--- src/design/scc_pkg.sv ---
package scc_pkg;

  // Calendar constants.
  localparam int unsigned ERA_OFFSET     = 78;
  localparam int unsigned YEAR_START_DAY = 80;
  localparam int unsigned MAX_YEAR       = 9999;
  localparam int unsigned JDN_EPOCH      = 32045;
  localparam int unsigned JDN_YEAR_SHIFT = 4800;
  localparam int unsigned LONG_MONTHS    = 31 * 5;
  localparam int unsigned SHORT_TAIL     = 30 * 3;
  localparam int unsigned LEAP_START_DAY = 21;
  localparam int unsigned NORM_START_DAY = 22;

  // Reciprocal of 25 scaled by 2^16, rounded down so that the estimate never overshoots.
  localparam int unsigned DIV25_RECIP = 2621;

  // Conversion kinds.
  typedef enum logic {
    KIND_GREG_TO_SAKA = 1'b0,
    KIND_SAKA_TO_JDN  = 1'b1
  } kind_t;

  typedef struct packed {
    kind_t       kind;
    logic [13:0] year;
    logic [3:0]  month;
    logic [4:0]  day;
    logic [14:0] civil_year;
    logic [14:0] yy;
    logic        range_ok;
  } scc_dec_t;

  typedef struct packed {
    scc_dec_t    dec;
    logic        leap;
    logic        leap_prev;
    logic [12:0] q4;
    logic [7:0]  q100;
  } scc_leap_t;

  typedef struct packed {
    kind_t       kind;
    logic [13:0] year;
    logic [3:0]  month;
    logic [4:0]  day;
    logic        ok;
    logic [13:0] saka_year;
    logic        chaitra_long;
    logic [8:0]  yday;
    logic [22:0] jbase;
  } scc_mid_t;

  typedef struct packed {
    logic [13:0] saka_year;
    logic [3:0]  saka_month;
    logic [4:0]  saka_day;
    logic [22:0] julian_day;
    logic        valid_res;
  } scc_res_t;

  // Quotient by 25 through a reciprocal multiply and one correction step.
  function automatic logic [10:0] div25(input logic [14:0] x);
    logic [26:0] prod;
    logic [10:0] q;
    logic [14:0] r;
    prod = 27'(x) * 27'(DIV25_RECIP);
    q    = prod[26:16];
    r    = x - 15'(15'(q) * 15'd25);
    if (r >= 15'd25) begin
      q = q + 11'd1;
    end
    return q;
  endfunction

  // Gregorian leap rule; a multiple of 4 is a century only when y/4 is a multiple of 25.
  function automatic logic is_leap(input logic [14:0] y);
    logic [10:0] q;
    logic        not_century;
    q           = div25(15'(y[14:2]));
    not_century = (15'(y[14:2]) != 15'(15'(q) * 15'd25));
    return (y[1:0] == 2'd0) && (not_century || (y[3:0] == 4'd0));
  endfunction

  // Length of a Gregorian month in a common year.
  function automatic logic [4:0] greg_len(input logic [3:0] m);
    logic [4:0] len;
    unique case (m)
      4'd1, 4'd3, 4'd5, 4'd7, 4'd8, 4'd10, 4'd12: len = 5'd31;
      4'd4, 4'd6, 4'd9, 4'd11:                   len = 5'd30;
      4'd2:                                      len = 5'd28;
      default:                                   len = 5'd0;
    endcase
    return len;
  endfunction

  // Days before a Gregorian month in a common year.
  function automatic logic [8:0] greg_cum(input logic [3:0] m);
    logic [8:0] c;
    unique case (m)
      4'd2:    c = 9'd31;
      4'd3:    c = 9'd59;
      4'd4:    c = 9'd90;
      4'd5:    c = 9'd120;
      4'd6:    c = 9'd151;
      4'd7:    c = 9'd181;
      4'd8:    c = 9'd212;
      4'd9:    c = 9'd243;
      4'd10:   c = 9'd273;
      4'd11:   c = 9'd304;
      4'd12:   c = 9'd334;
      default: c = 9'd0;
    endcase
    return c;
  endfunction

  // Days before a Saka month when Chaitra has 30 days.
  function automatic logic [8:0] saka_cum(input logic [3:0] m);
    logic [8:0] c;
    unique case (m)
      4'd2:    c = 9'd30;
      4'd3:    c = 9'd61;
      4'd4:    c = 9'd92;
      4'd5:    c = 9'd123;
      4'd6:    c = 9'd154;
      4'd7:    c = 9'd185;
      4'd8:    c = 9'd215;
      4'd9:    c = 9'd245;
      4'd10:   c = 9'd275;
      4'd11:   c = 9'd305;
      4'd12:   c = 9'd335;
      default: c = 9'd0;
    endcase
    return c;
  endfunction

  // Month term of the day number, (153 * mm + 2) / 5 with the year starting in March.
  function automatic logic [8:0] jdn_month(input logic [3:0] m);
    logic [8:0] c;
    unique case (m)
      4'd1:    c = 9'd306;
      4'd2:    c = 9'd337;
      4'd4:    c = 9'd31;
      4'd5:    c = 9'd61;
      4'd6:    c = 9'd92;
      4'd7:    c = 9'd122;
      4'd8:    c = 9'd153;
      4'd9:    c = 9'd184;
      4'd10:   c = 9'd214;
      4'd11:   c = 9'd245;
      4'd12:   c = 9'd275;
      default: c = 9'd0;
    endcase
    return c;
  endfunction

endpackage

--- src/design/scc_decode.sv ---
module scc_decode (
  input  logic                clk,
  input  logic                load,
  input  logic                kind,
  input  logic [13:0]         in_year,
  input  logic [3:0]          in_month,
  input  logic [4:0]          in_day,
  output scc_pkg::scc_dec_t   q
);

  scc_pkg::scc_dec_t q_next;
  logic              march_shift;

  // Range checks and the Gregorian year whose day number is wanted.
  always_comb begin
    q_next.kind       = scc_pkg::kind_t'(kind);
    q_next.year       = in_year;
    q_next.month      = in_month;
    q_next.day        = in_day;
    q_next.range_ok   = (in_year >= 14'd1) && (in_year <= 14'(scc_pkg::MAX_YEAR)) &&
                        (in_month >= 4'd1) && (in_month <= 4'd12) && (in_day >= 5'd1);
    q_next.civil_year = kind ? (15'(in_year) + 15'(scc_pkg::ERA_OFFSET)) : 15'(in_year);
    // January and February count as months of the previous year.
    march_shift       = !kind && (in_month <= 4'd2);
    q_next.yy         = q_next.civil_year + 15'(scc_pkg::JDN_YEAR_SHIFT) - 15'(march_shift);
  end

  always_ff @(posedge clk) begin
    if (load) begin
      q <= q_next;
    end
  end

endmodule

--- src/design/scc_leap.sv ---
module scc_leap (
  input  logic               clk,
  input  logic               load,
  input  scc_pkg::scc_dec_t  d,
  output scc_pkg::scc_leap_t q
);

  scc_pkg::scc_leap_t q_next;
  logic [10:0]        q100_full;

  // Leap flags for this year and the one before, and the century count for the day number.
  always_comb begin
    q_next.dec       = d;
    q_next.leap      = scc_pkg::is_leap(d.civil_year);
    q_next.leap_prev = scc_pkg::is_leap(15'(d.year) - 15'd1);
    q_next.q4        = d.yy[14:2];
    q100_full        = scc_pkg::div25(15'(d.yy[14:2]));
    q_next.q100      = q100_full[7:0];
  end

  always_ff @(posedge clk) begin
    if (load) begin
      q <= q_next;
    end
  end

endmodule

--- src/design/scc_yday.sv ---
module scc_yday (
  input  logic                clk,
  input  logic                load,
  input  scc_pkg::scc_leap_t  d,
  output scc_pkg::scc_mid_t   q
);

  scc_pkg::scc_mid_t q_next;
  logic [4:0]        day_term;
  logic [8:0]        month_term;
  logic [23:0]       jsum;
  logic [4:0]        glen;
  logic [4:0]        slen;
  logic [8:0]        yday_greg;
  logic [8:0]        yday_saka;
  logic              before_new_year;
  logic              greg_ok;
  logic              saka_ok;

  always_comb begin
    // Day number of the Gregorian date; for a Saka date, that of Chaitra 1.
    day_term   = (d.dec.kind == scc_pkg::KIND_SAKA_TO_JDN) ?
                 (d.leap ? 5'(scc_pkg::LEAP_START_DAY) : 5'(scc_pkg::NORM_START_DAY)) :
                 d.dec.day;
    month_term = (d.dec.kind == scc_pkg::KIND_SAKA_TO_JDN) ? 9'd0 :
                 scc_pkg::jdn_month(d.dec.month);
    jsum = 24'(d.dec.yy) * 24'd365 + 24'(d.q4) + 24'(d.q100[7:2]) + 24'(month_term) +
           24'(day_term) - 24'(d.q100) - 24'(scc_pkg::JDN_EPOCH);

    // Gregorian day of year and its place in the Saka year.
    glen            = scc_pkg::greg_len(d.dec.month) + 5'((d.dec.month == 4'd2) && d.leap);
    yday_greg       = scc_pkg::greg_cum(d.dec.month) + 9'((d.dec.month > 4'd2) && d.leap) +
                      9'(d.dec.day) - 9'd1;
    before_new_year = (yday_greg < 9'(scc_pkg::YEAR_START_DAY));
    greg_ok         = (d.dec.day <= glen) &&
                      (before_new_year ? (d.dec.year >= 14'(scc_pkg::ERA_OFFSET + 1)) :
                                         (d.dec.year >= 14'(scc_pkg::ERA_OFFSET)));

    // Saka month lengths and days before the Saka date.
    if (d.dec.month == 4'd1) begin
      slen = 5'd30 + 5'(d.leap);
    end else if (d.dec.month <= 4'd6) begin
      slen = 5'd31;
    end else begin
      slen = 5'd30;
    end
    saka_ok   = (d.dec.day <= slen);
    yday_saka = scc_pkg::saka_cum(d.dec.month) + 9'((d.dec.month > 4'd1) && d.leap) +
                9'(d.dec.day) - 9'd1;

    q_next.kind  = d.dec.kind;
    q_next.year  = d.dec.year;
    q_next.month = d.dec.month;
    q_next.day   = d.dec.day;
    q_next.jbase = jsum[22:0];
    if (d.dec.kind == scc_pkg::KIND_SAKA_TO_JDN) begin
      q_next.ok           = d.dec.range_ok && saka_ok;
      q_next.saka_year    = d.dec.year;
      q_next.chaitra_long = d.leap;
      q_next.yday         = yday_saka;
    end else if (before_new_year) begin
      // The date belongs to the Saka year that began in the previous Gregorian year.
      q_next.ok           = d.dec.range_ok && greg_ok;
      q_next.saka_year    = d.dec.year - 14'(scc_pkg::ERA_OFFSET + 1);
      q_next.chaitra_long = d.leap_prev;
      q_next.yday         = yday_greg + 9'd30 + 9'(d.leap_prev) +
                            9'(scc_pkg::LONG_MONTHS + scc_pkg::SHORT_TAIL + 10);
    end else begin
      q_next.ok           = d.dec.range_ok && greg_ok;
      q_next.saka_year    = d.dec.year - 14'(scc_pkg::ERA_OFFSET);
      q_next.chaitra_long = d.leap;
      q_next.yday         = yday_greg - 9'(scc_pkg::YEAR_START_DAY);
    end
  end

  always_ff @(posedge clk) begin
    if (load) begin
      q <= q_next;
    end
  end

endmodule

--- src/design/scc_split.sv ---
module scc_split (
  input  logic               clk,
  input  logic               load,
  input  scc_pkg::scc_mid_t  d,
  output scc_pkg::scc_res_t  q
);

  scc_pkg::scc_res_t q_next;
  logic [8:0]        chaitra_len;
  logic [8:0]        md;
  logic [8:0]        md_tail;
  logic [2:0]        q31;
  logic [2:0]        q30;
  logic [3:0]        sm;
  logic [8:0]        sd;

  always_comb begin
    // Split the Saka day of year into month and day; short month groups by comparison.
    chaitra_len = 9'd30 + 9'(d.chaitra_long);
    md          = d.yday - chaitra_len;
    md_tail     = md - 9'(scc_pkg::LONG_MONTHS);
    if (md >= 9'd124) begin
      q31 = 3'd4;
    end else if (md >= 9'd93) begin
      q31 = 3'd3;
    end else if (md >= 9'd62) begin
      q31 = 3'd2;
    end else if (md >= 9'd31) begin
      q31 = 3'd1;
    end else begin
      q31 = 3'd0;
    end
    if (md_tail >= 9'd150) begin
      q30 = 3'd5;
    end else if (md_tail >= 9'd120) begin
      q30 = 3'd4;
    end else if (md_tail >= 9'd90) begin
      q30 = 3'd3;
    end else if (md_tail >= 9'd60) begin
      q30 = 3'd2;
    end else if (md_tail >= 9'd30) begin
      q30 = 3'd1;
    end else begin
      q30 = 3'd0;
    end

    if (d.yday < chaitra_len) begin
      sm = 4'd1;
      sd = d.yday + 9'd1;
    end else if (md < 9'(scc_pkg::LONG_MONTHS)) begin
      sm = 4'(q31) + 4'd2;
      sd = md - 9'(9'(q31) * 9'd31) + 9'd1;
    end else begin
      sm = 4'(q30) + 4'd7;
      sd = md_tail - 9'(9'(q30) * 9'd30) + 9'd1;
    end

    // Invalid dates give all-zero fields.
    q_next = '0;
    if (d.ok) begin
      q_next.valid_res = 1'b1;
      q_next.saka_year = d.saka_year;
      if (d.kind == scc_pkg::KIND_SAKA_TO_JDN) begin
        q_next.saka_month = d.month;
        q_next.saka_day   = d.day;
        q_next.julian_day = d.jbase + 23'(d.yday);
      end else begin
        q_next.saka_month = sm;
        q_next.saka_day   = sd[4:0];
        q_next.julian_day = d.jbase;
      end
    end
  end

  always_ff @(posedge clk) begin
    if (load) begin
      q <= q_next;
    end
  end

endmodule

--- src/design/saka_calendar_converter.sv ---
// Channel   Direction  Handshake             Payload
// in        input      in_valid / in_stall   kind, in_year, in_month, in_day
// out       output     out_valid / out_stall saka_year, saka_month, saka_day, julian_day,
//                                            valid_res
//
// Four register stages: decode, leap and century terms, day of year with the day
// number, and month split into the output register.
// One item is taken every cycle while out_stall is low.
// Reset clears the stage valid bits only; payload registers are not reset.
// A stall holds the output register and lets bubbles behind it close up, so the
// pipeline keeps up to four items while the output side waits.
module saka_calendar_converter (
  input  logic        clk,
  input  logic        rst,
  input  logic        in_valid,
  output logic        in_stall,
  input  logic        kind,
  input  logic [13:0] in_year,
  input  logic [3:0]  in_month,
  input  logic [4:0]  in_day,
  output logic        out_valid,
  input  logic        out_stall,
  output logic [13:0] saka_year,
  output logic [3:0]  saka_month,
  output logic [4:0]  saka_day,
  output logic [22:0] julian_day,
  output logic        valid_res
);

  scc_pkg::scc_dec_t  dec_q;
  scc_pkg::scc_leap_t leap_q;
  scc_pkg::scc_mid_t  mid_q;
  scc_pkg::scc_res_t  res_q;

  logic dec_valid;
  logic leap_valid;
  logic mid_valid;
  logic res_ready;
  logic mid_ready;
  logic leap_ready;
  logic dec_ready;

  // A stage can load when it is empty or the stage after it moves on.
  assign res_ready  = !out_valid || !out_stall;
  assign mid_ready  = !mid_valid || res_ready;
  assign leap_ready = !leap_valid || mid_ready;
  assign dec_ready  = !dec_valid || leap_ready;
  assign in_stall   = !dec_ready;

  // Stage valid bits.
  always_ff @(posedge clk) begin
    if (rst) begin
      dec_valid  <= 1'b0;
      leap_valid <= 1'b0;
      mid_valid  <= 1'b0;
      out_valid  <= 1'b0;
    end else begin
      if (dec_ready) begin
        dec_valid <= in_valid;
      end
      if (leap_ready) begin
        leap_valid <= dec_valid;
      end
      if (mid_ready) begin
        mid_valid <= leap_valid;
      end
      if (res_ready) begin
        out_valid <= mid_valid;
      end
    end
  end

  scc_decode u_decode (
    .clk      (clk),
    .load     (in_valid && dec_ready),
    .kind     (kind),
    .in_year  (in_year),
    .in_month (in_month),
    .in_day   (in_day),
    .q        (dec_q)
  );

  scc_leap u_leap (
    .clk  (clk),
    .load (dec_valid && leap_ready),
    .d    (dec_q),
    .q    (leap_q)
  );

  scc_yday u_yday (
    .clk  (clk),
    .load (leap_valid && mid_ready),
    .d    (leap_q),
    .q    (mid_q)
  );

  scc_split u_split (
    .clk  (clk),
    .load (mid_valid && res_ready),
    .d    (mid_q),
    .q    (res_q)
  );

  assign saka_year  = res_q.saka_year;
  assign saka_month = res_q.saka_month;
  assign saka_day   = res_q.saka_day;
  assign julian_day = res_q.julian_day;
  assign valid_res  = res_q.valid_res;

  // An accepted item always lands in the first stage.
  a_accept_fills: assert property (@(posedge clk) disable iff (rst)
    in_valid && !in_stall |=> dec_valid)
    else $error("accepted item did not reach the decode stage");

  // With the output side free the whole pipeline advances.
  a_no_stall_free: assert property (@(posedge clk) disable iff (rst)
    !out_stall |-> !in_stall)
    else $error("input stalled while the output side was free");

  // A full pipeline behind a stalled output must hold off the input.
  a_full_stalls: assert property (@(posedge clk) disable iff (rst)
    dec_valid && leap_valid && mid_valid && out_valid && out_stall |-> in_stall)
    else $error("item taken into a full pipeline");

  // Invalid dates carry zero fields.
  a_invalid_zero: assert property (@(posedge clk) disable iff (rst)
    out_valid && !valid_res |-> saka_year == 14'd0 && saka_month == 4'd0 &&
                                saka_day == 5'd0 && julian_day == 23'd0)
    else $error("invalid result with non-zero fields");

  // Valid results name a real Saka month and day.
  a_valid_month: assert property (@(posedge clk) disable iff (rst)
    out_valid && valid_res |-> saka_month >= 4'd1 && saka_month <= 4'd12 &&
                               saka_day >= 5'd1 && saka_day <= 5'd31)
    else $error("valid result outside the Saka month range");

endmodule

--- config.mk ---
export PLATFORM = sky130hd
export DESIGN_NAME = saka_calendar_converter
export DESIGN_NICKNAME = d
export VERILOG_FILES = /design/src/design/scc_pkg.sv /design/src/design/scc_decode.sv /design/src/design/scc_leap.sv /design/src/design/scc_yday.sv /design/src/design/scc_split.sv /design/src/design/saka_calendar_converter.sv
export SDC_FILE = /design/constraint.sdc
export NUM_CORES = 1
export LEC_CHECK = 0
export BUFFER_PORTS_ARGS = -buffer_cell sky130_fd_sc_hd__buf_2
export CAP_MARGIN = 10
export CORE_UTILIZATION = 33
export CTS_CLUSTER_SIZE = 10
export DETAILED_ROUTE_END_ITERATION = 16
export GPL_TIMING_DRIVEN = 0
export SETUP_SLACK_MARGIN = 0.05
export SLEW_MARGIN = 10
export SYNTH_ARGS = -nofsm -noshare
export SYNTH_HDL_FRONTEND = slang
export SYNTH_SLANG_ARGS = --single-unit
--- constraint.sdc ---
create_clock -name clk -period 18.1 [get_ports clk]
set_input_delay 2.715 -clock clk [delete_from_list [all_inputs] [get_ports clk]]
set_output_delay 2.715 -clock clk [all_outputs]
set_load 0.02 [all_outputs]
==> impl_metrics.py, run 1 <==
metrics = {
    "yosys": {
        "synth_top_cells_by_area": "ha_1 (25%), edfxtp_1 (20%), fa_1 (18%), inv_1 (8.2%), xnor2_1 (4.2%)",
        "synth_flop_cell": "edfxtp_1",
        "synthXorXnorAreaFrac_pct": 6.71,
        "yosysTopAreaCell": "ha_1",
        "synthesis.area_per_instance_um2": 9.91,
        "combinational_family_with_the_most_area_after_synthesis": "adder cells",
        "synth_fp_nets": 4180,
        "synth_cells": 3216,
        "synth_edf_count": 209,
        "share_of_synthesized_registers_carrying_an_async_set_or_reset_pct": 0,
        "postSynthRegisterBits": 238,
        "synth_area_um2": 31900,
        "synth.mux.area_fraction_pct": 1.32,
        "synth_simple_gate_area_share_pct": 9.14,
        "synth_compound_area_share_pct": 9.15,
        "ys_warn_count": 0,
        "yosys.area.top_type_share_pct": 25.4,
        "seq_area_frac_synth_pct": 21.5,
        "yosys.area_share.adder_pct": 43.6,
        "post_synth_num_cell_types": 80,
    },
    "sta": {
        "tns_ns": 0,
        "rsz_0062_raised_after_global_routing": "no",
        "timing.slew.headroom_pct": 25.4,
        "timing_worst_slew_pin_value_ns": 1.11,
        "max_clock_freq_ghz": 0.0592,
        "finalMaxSlewViolations": 0,
        "number_of_setup_violations_in_the_final_report": 0,
        "hold_viol": 0,
        "skew_ns": 0.0243,
        "layout_worst_path_cycle_share_pct": 93.4,
        "period_minus_slack_ns": 16.90,
    },
    "clock_network": {
        "clk_latency_ns": 0.59,
        "cts-buffers-inserted": 30,
        "tritoncts_num_sinks": 238,
        "hold_buffers": 0,
        "clock_slew_at_reported_path_ffs_ns": 0.06,
        "htree_num_levels": 1,
        "tritoncts": "built",
        "clock_tree.root_cell": "clkbuf_16",
        "cts-root-to-sink-buffers": 3,
    },
    "detailed_routing": {
        "post-route-drc-count": 0,
        "drt-total-wl_mm": 67.8,
        "drt-vias-per-instance": 4.69,
        "wl_per_cell_um": 14.7,
        "drt_first_iter_violations": 1108,
        "firstDrtPassIters": 5,
        "routed-via-count": 21700,
        "drt.antenna.violating_nets": 0,
    },
    "grt": {
        "number_of_antenna_violations_at_the_first_check_in_global_routing": 13,
        "grt_overflow": 0,
        "grt_max_degree": 42,
        "first_global_vias": 21900,
        "global_route_wire_length_before_repair_mm": 112,
        "gr-usage-all-layers_pct": 14.0,
    },
    "setup_path": {
        "timing.critical_path.from_type": "flip-flop",
        "maximum_single_stage_delay_on_the_critical_path_ns": 0.64,
        "reg2reg_slack_ns": 1.20,
        "critical_path_class": "flip-flop to flip-flop",
        "critPathArrivalTime_ns": 17.17,
        "worstSetupEndpointType": "flip-flop",
        "worst-path-max-fanout": 10,
        "cp_slowest_cell": "or4_4",
        "cp.required_ns": 18.37,
        "crit_top_cell": "inv_1",
    },
    "floorplanning": {
        "die_area_um2": 97800,
        "floorplan.io_pins": 77,
        "dieWidth_um": 313,
        "row_count": 113,
        "fp.dieH_um": 313,
        "floorplan.core_area_um2": 95300,
        "start_util_pct": 33.4,
    },
    "placement": {
        "placement.io_buffers": 76,
        "place_congestion": 0.831,
        "detailedPlacementHpwl_mm": 58.0,
    },
    "layout": {
        "p_r_area_growth_vs_syn_pct": 9.57,
        "num-fill-cells": 9633,
        "multi_input_area_um2": 22300,
        "finish.net_count": 4294,
        "regArea_um2": 6860,
        "layout-drive-gt1-share_pct": 4.95,
    },
    "run_status": {
        "run_status": "finished clean",
    },
    "worst_hold_path": {
        "holdCritPathClass": "flip-flop to flip-flop",
    },
    "flow_run": {
        "drv.max_cap_violation_count": 0,
    },
}
==> layout by cell type (no fill, tap or decap), types with 29 or more instances in the layout <==
master | synthesis | final
buf_2 | 1 | 78
clkbuf_16 | 0 | 30
a21oi_1 | 138 | 138
nor3_1 | 50 | 50
and2_1 | 29 | 29
fa_1 | 290 | 290
a21o_1 | 47 | 47
xor2_1 | 84 | 82
nor2b_1 | 35 | 34
clkbuf_1 | 27 | 45
nand3_1 | 30 | 30
dfxtp_1 | 29 | 29
edfxtp_1 | 209 | 209
xnor2_1 | 153 | 152
o21ai_0 | 87 | 87
ha_1 | 646 | 646
nand2_1 | 119 | 119
inv_1 | 698 | 697
nor2_1 | 183 | 182
==> cells by family after synthesis <==
| family | after synthesis |
|---|---|
| adders and majority gates | 936 |
| buffers and inverters | 728 |
| and+or+nand+nor | 583 |
| AOI/OAI and AO/OA | 452 |
| xor gates and xnor gates | 240 |
| DFF | 238 |
| muxes | 38 |
| other | 1 |
==> per-stage QoR <==
step	instances	area, µm²	hold WS (ns)	util [%]	setup WS [ns]
after global placement	4557	33800	0.406	35.5	0.822
after global routing	4621	34900	0.423	36.6	0.141
after detailed placement	4563	34000	0.405	35.7	0.928
final	4621	34900	0.417	36.6	1.20
after floorplan	3216	31900	0.400	-	3.18
after CTS	4619	34900	0.418	36.6	0.861
==> layer usage <==
layer | global-route usage, % | routed length [µm] | up-vias
li1 | - | - | 11000
met4 | 1.95 | 789 | 22
met2 | 23.9 | 31800 | 288
met5 | 0 | 140 | -
met1 | 19.1 | 32100 | 10300
met3 | 2.12 | 3010 | 72
==> cell usage after synthesis, types with 13 or more instances <==
cell,count
mux2i_1,25
nand2b_1,25
nor3_1,50
nor4_1,13
a21o_1,47
and3_1,17
xnor2_1,153
o21bai_1,20
fa_1,290
inv_1,698
nand3_1,30
a211oi_1,23
xor2_1,84
o21ai_0,87
o211ai_1,19
clkbuf_1,27
nor2b_1,35
ha_1,646
and2_1,29
dfxtp_1,29
nor2_1,183
o21a_1,23
a21oi_1,138
nand2_1,119
nand4_1,16
or3_1,16
edfxtp_1,209
==> path summary, 6_finish.rpt <==
kind	startpoint	end	cells past startpoint
max reg2reg	u_decode.q[16]$_DFFE_PP_	u_leap.q[21]$_DFFE_PP_	62
min	u_decode.q[0]$_DFFE_PP_	u_leap.q[23]$_DFFE_PP_	0
max	u_decode.q[16]$_DFFE_PP_	u_leap.q[21]$_DFFE_PP_	62
min reg2reg	u_decode.q[0]$_DFFE_PP_	u_leap.q[23]$_DFFE_PP_	0
==> timing repair <==
item,in CTS,in global routing
setup endpoints to repair,0,1
buffers inserted,0,0
resized for setup,0,1
==> critical path: cells and delay by family, from the launching register on <==
family,cells,cell delay [ns]
AO/OA/AOI/OAI,20,4.13
adder cells (fa/ha/maj),14,5.67
buffers and inverters,10,0.77
multiplexers,1,0.33
XOR/XNOR,3,1.00
AND/OR/NAND/NOR,14,4.05
flip-flops,1,0.60
==> cell type report <==
cell class                      instances  share of cell area [%]
Multi-Input combinational cell       2250                    63.9
Sequential cell                       238                    19.6
Antenna cell                            2                  0.0143
Tap cell                             1265                    4.53
Buffer                                 30                   0.337
Inverter                              698                    7.50
Clock inverter                          5                   0.176
Timing Repair Buffer                   82                    1.41
Clock buffer                           51                    2.46
Power of run 1 is left out: the tool's default activity adds up to more than one toggle a clock period on the data nets, which glitch-free logic cannot reach.
==> run 2: changes to the inputs <==
--- a/config.mk
+++ b/config.mk
@@ -7,6 +7,7 @@
 export LEC_CHECK = 0
 export BUFFER_PORTS_ARGS = -buffer_cell sky130_fd_sc_hd__buf_2
 export CAP_MARGIN = 10
+export CORE_MARGIN = 5
 export CORE_UTILIZATION = 33
 export CTS_CLUSTER_SIZE = 10
 export DETAILED_ROUTE_END_ITERATION = 16
==> impl_metrics.py, run 2 (same netlist as run 1, synthesis figures left out) <==
metrics = {
    "layout": {
        "final_common_cell": "inv_1",
        "layout-drive-gt1-share_pct": 4.98,
        "finish.net_count": 4295,
        "most-common-layout-cells": "inv_1 (697), ha_1 (646), fa_1 (290), edfxtp_1 (209), nor2_1 (182)",
        "p_r_area_growth_vs_syn_pct": 9.69,
    },
    "floorplanning": {
        "row_count": 114,
        "die_area_um2": 103000,
        "dieWidth_um": 321,
        "floorplan.io_pins": 77,
        "fp.dieH_um": 321,
        "start_util_pct": 33.1,
        "floorplan.core_area_um2": 96300,
    },
    "setup_path": {
        "worstSetupEndpointType": "flip-flop",
        "reg2reg_slack_ns": 1.23,
        "critical_path_class": "flip-flop to flip-flop",
        "worst-path-max-fanout": 10,
        "crit_top_cell": "inv_1",
        "cp_slowest_cell": "or4_4",
        "maximum_single_stage_delay_on_the_critical_path_ns": 0.64,
        "cp.required_ns": 18.37,
        "critPathArrivalTime_ns": 17.14,
        "timing.critical_path.from_type": "flip-flop",
    },
    "placement": {
        "dp_slack_ns": 0.825,
        "place_congestion": 0.846,
        "placement.io_buffers": 76,
        "detailedPlacementHpwl_mm": 58.5,
    },
    "sta": {
        "max_clock_freq_ghz": 0.0593,
        "final_critical_path_setup_slack_ns": 1.23,
        "rsz_0062_raised_after_global_routing": "no",
        "timing.slew.headroom_pct": 21.9,
        "hold_viol": 0,
        "period_minus_slack_ns": 16.87,
        "number_of_setup_violations_in_the_final_report": 0,
        "finalMaxSlewViolations": 0,
        "skew_ns": 0.0207,
        "timing_worst_slew_pin_value_ns": 1.16,
        "layout_worst_path_cycle_share_pct": 93.2,
        "tns_ns": 0,
    },
    "clock_network": {
        "clock_tree.root_cell": "clkbuf_16",
        "tritoncts_num_sinks": 238,
        "cts-buffers-inserted": 30,
        "post-cts-setup-buffers": 0,
        "clock_slew_at_reported_path_ffs_ns": 0.06,
        "hold_buffers": 0,
        "cts_resized": 0,
        "clk_latency_ns": 0.59,
        "htree_num_levels": 1,
        "cts-root-to-sink-buffers": 3,
        "tritoncts": "built",
    },
    "grt": {
        "number_of_antenna_violations_at_the_first_check_in_global_routing": 11,
        "grt_max_degree": 35,
        "gr-usage-all-layers_pct": 13.2,
        "first_global_vias": 22100,
        "global_route_wire_length_before_repair_mm": 113,
        "grt_overflow": 0,
    },
    "detailed_routing": {
        "drt.antenna.violating_nets": 0,
        "drt-total-wl_mm": 68.4,
        "drt_first_iter_violations": 914,
        "firstDrtPassIters": 5,
        "wl_per_cell_um": 14.8,
        "drt-vias-per-instance": 4.69,
        "post-route-drc-count": 0,
        "routed-via-count": 21700,
    },
    "worst_hold_path": {
        "holdCritPathClass": "flip-flop to flip-flop",
    },
    "flow_run": {
        "drv.max_cap_violation_count": 0,
    },
    "run_status": {
        "run_status": "finished clean",
    },
}
[run 2: final timing paths]
check,from,endpoint,depth (start not counted)
min reg2reg,u_decode.q[34]$_DFFE_PP_,u_leap.q[57]$_DFFE_PP_,0
min,u_decode.q[34]$_DFFE_PP_,u_leap.q[57]$_DFFE_PP_,0
max,u_decode.q[16]$_DFFE_PP_,u_leap.q[21]$_DFFE_PP_,63
max reg2reg,u_decode.q[16]$_DFFE_PP_,u_leap.q[21]$_DFFE_PP_,63
[run 2: metrics by stage]
| step | area, µm² | util, % | hold WS [ns] | std cells |
|---|---|---|---|---|
| 6_report | 35000 | 36.3 | 0.418 | 4636 |
| 5_1_grt | 34900 | 36.3 | 0.427 | 4632 |
| 4_1_cts | 34900 | 36.3 | 0.418 | 4630 |
| 3_5_place_dp | 34000 | 35.3 | 0.405 | 4574 |
| 3_3_place_gp | 33800 | 35.2 | 0.406 | 4568 |
| 2_1_floorplan | 31900 | - | 0.400 | 3216 |
[run 2: layout make-up]
type / count / area, µm²
fillers: 9744 / 61300
multi-input cells: 2250 / 22300
flip-flops and latches: 238 / 6860
inverters: 698 / 2620
well taps: 1276 / 1600
clock buffers: 52 / 883
repair buffers: 83 / 500
plain buffers: 30 / 118
clock inverters: 4 / 52.6
diodes: 5 / 12.5
[run 2: worst max-delay path: cells and delay by family (launching register included)]
kind            cells  cell delay [ns]
compound gates     20             4.09
xor+xnor            3             0.82
fa+ha+maj          14             5.59
buf+inv            11             1.05
flops               1             0.59
mux                 1             0.34
simple gates       14             4.06
[run 2: routing by layer]
metal  wire (µm)  global-route usage (%)
met1       32500                    18.2
met2       31500                    22.3
met3        3060                    2.06
met4        1330                    2.65
met5          58                       0
Power of run 2 is left out for the same reason.
==> run 3: changes to the inputs <==
--- a/config.mk
+++ b/config.mk
@@ -9,6 +9,7 @@
 export CAP_MARGIN = 10
 export CORE_MARGIN = 5
 export CORE_UTILIZATION = 33
+export CTS_BUF_LIST = sky130_fd_sc_hd__clkbuf_4 sky130_fd_sc_hd__clkbuf_8
 export CTS_CLUSTER_SIZE = 10
 export DETAILED_ROUTE_END_ITERATION = 16
 export GPL_TIMING_DRIVEN = 0
==> impl_metrics.py, run 3 (same netlist as run 1, synthesis figures left out) <==
metrics = {
    "run_status": {
        "run_status": "finished clean",
    },
    "clock_network": {
        "clock_slew_at_reported_path_ffs_ns": 0.07,
        "clock_tree.root_cell": "clkbuf_8",
        "hold_buffers": 0,
        "tritoncts_num_sinks": 238,
        "htree_num_levels": 2,
        "clk_latency_ns": 0.58,
        "post-cts-setup-buffers": 0,
        "cts_resized": 0,
        "cts-root-to-sink-buffers": 3,
        "tritoncts": "built",
        "cts-buffers-inserted": 41,
    },
    "setup_path": {
        "r2r_start": "u_decode.q[16]$_DFFE_PP_",
        "worstSetupEndpointType": "flip-flop",
        "worst-path-max-fanout": 10,
        "cp.required_ns": 18.37,
        "timing.critical_path.from_type": "flip-flop",
        "critPathArrivalTime_ns": 17.17,
        "reg2reg_slack_ns": 1.20,
        "crit_path_end": "u_leap.q[21]$_DFFE_PP_",
        "critical_path_class": "flip-flop to flip-flop",
        "critPathLaunch": "u_decode.q[16]$_DFFE_PP_",
        "crit_top_cell": "inv_1",
        "worst-r2r-cell-count": 63,
        "crit-reg2reg-capture": "u_leap.q[21]$_DFFE_PP_",
        "cp_slowest_cell": "or4_4",
        "maximum_single_stage_delay_on_the_critical_path_ns": 0.65,
    },
    "floorplanning": {
        "dieWidth_um": 321,
        "floorplan.core_area_um2": 96300,
        "fp.dieH_um": 321,
        "start_util_pct": 33.1,
        "row_count": 114,
        "die_area_um2": 103000,
        "floorplan.io_pins": 77,
    },
    "sta": {
        "period_minus_slack_ns": 16.90,
        "tns_ns": 0,
        "hold_viol": 0,
        "layout_worst_path_cycle_share_pct": 93.4,
        "max_clock_freq_ghz": 0.0592,
        "timing.slew.headroom_pct": 22.4,
        "number_of_setup_violations_in_the_final_report": 0,
        "rsz_0062_raised_after_global_routing": "no",
        "skew_ns": 0.0257,
        "timing_worst_slew_pin_value_ns": 1.16,
        "finalMaxSlewViolations": 0,
    },
    "detailed_routing": {
        "drt-vias-per-instance": 4.68,
        "wl_per_cell_um": 14.8,
        "drt.antenna.violating_nets": 0,
        "firstDrtPassIters": 4,
        "routed-via-count": 21800,
        "drt-total-wl_mm": 68.7,
        "post-route-drc-count": 0,
        "drt_first_iter_violations": 869,
    },
    "grt": {
        "gr-usage-all-layers_pct": 13.3,
        "grt_overflow": 0,
        "first_global_vias": 22200,
        "grt_max_degree": 35,
        "number_of_antenna_violations_at_the_first_check_in_global_routing": 12,
        "global_route_wire_length_before_repair_mm": 113,
    },
    "placement": {
        "placement.io_buffers": 76,
        "place_congestion": 0.846,
        "detailedPlacementHpwl_mm": 58.5,
    },
    "layout": {
        "layout-drive-gt1-share_pct": 5.81,
        "num-fill-cells": 9758,
        "final_common_cell": "inv_1",
        "p_r_area_growth_vs_syn_pct": 9.65,
        "most-common-layout-cells": "inv_1 (697), ha_1 (646), fa_1 (290), edfxtp_1 (209), nor2_1 (182)",
        "finish.net_count": 4306,
    },
    "flow_run": {
        "drv.max_cap_violation_count": 0,
    },
    "worst_hold_path": {
        "holdCritPathClass": "flip-flop to flip-flop",
        "holdCritStartpoint": "u_decode.q[31]$_DFFE_PP_",
        "worst_hold_path.num_cells": 0,
    },
}
-- run 3: changes by cell type in the layout (fill, tap and decap cells not counted), moves of 6 or more --
| cell | change |
|---|---|
| clkinv_1 | +6 |
| clkbuf_8 | +36 |
| clkbuf_4 | +12 |
| bufinv_16 | +6 |
| clkbuf_1 | -17 |
| clkbuf_16 | -30 |
-- run 3: worst min-delay path by stage --
stage	endpoint	slack, ns
4_1_cts	u_leap.q[54]$_DFFE_PP_	0.40
6_report	u_leap.q[54]$_DFFE_PP_	0.40
3_5_place_dp	u_leap.q[54]$_DFFE_PP_	0.40
3_3_place_gp	u_leap.q[23]$_DFFE_PP_	0.41
5_1_grt	u_leap.q[54]$_DFFE_PP_	0.42
2_1_floorplan	u_leap.q[23]$_DFFE_PP_	0.40
-- run 3: metal layers --
layer | GRT usage [%] | share of wire (%)
met3 | 2.37 | 5.5
met2 | 22.4 | 46
met5 | 0 | 0.074
met4 | 2.67 | 1.8
met1 | 18.1 | 46
-- run 3: through the flow --
stage | std cells | hold WS [ns] | util (%) | area [µm²] | setup slack [ns]
floorplan | 3216 | 0.400 | - | 31900 | 3.18
global placement | 4568 | 0.406 | 35.2 | 33800 | 0.808
detailed placement | 4574 | 0.405 | 35.3 | 34000 | 0.825
CTS | 4648 | 0.400 | 36.3 | 34900 | 0.764
global route | 4651 | 0.420 | 36.3 | 34900 | 0.209
finish | 4656 | 0.404 | 36.3 | 34900 | 1.20
-- run 3: area by class of cell --
type | instances | area, µm² | share of cell area, %
Tap cell | 1276 | 1600 | 4.57
Antenna cell | 7 | 17.5 | 0.0501
Timing Repair Buffer | 83 | 500 | 1.43
Clock buffer | 53 | 654 | 1.87
Inverter | 698 | 2620 | 7.50
Sequential cell | 238 | 6860 | 19.6
Multi-Input combinational cell | 2250 | 22300 | 63.9
Buffer | 30 | 118 | 0.337
Clock inverter | 21 | 265 | 0.759
-- run 3: worst max-delay path: cells and delay by family, from the launching register on --
family	cells	cell delay, ns
compound gates	20	4.12
flops	1	0.60
simple gates	14	4.09
mux	1	0.34
fa+ha+maj	14	5.60
xor+xnor	3	0.81
buf+inv	11	1.05
Power of run 3 is left out for the same reason.
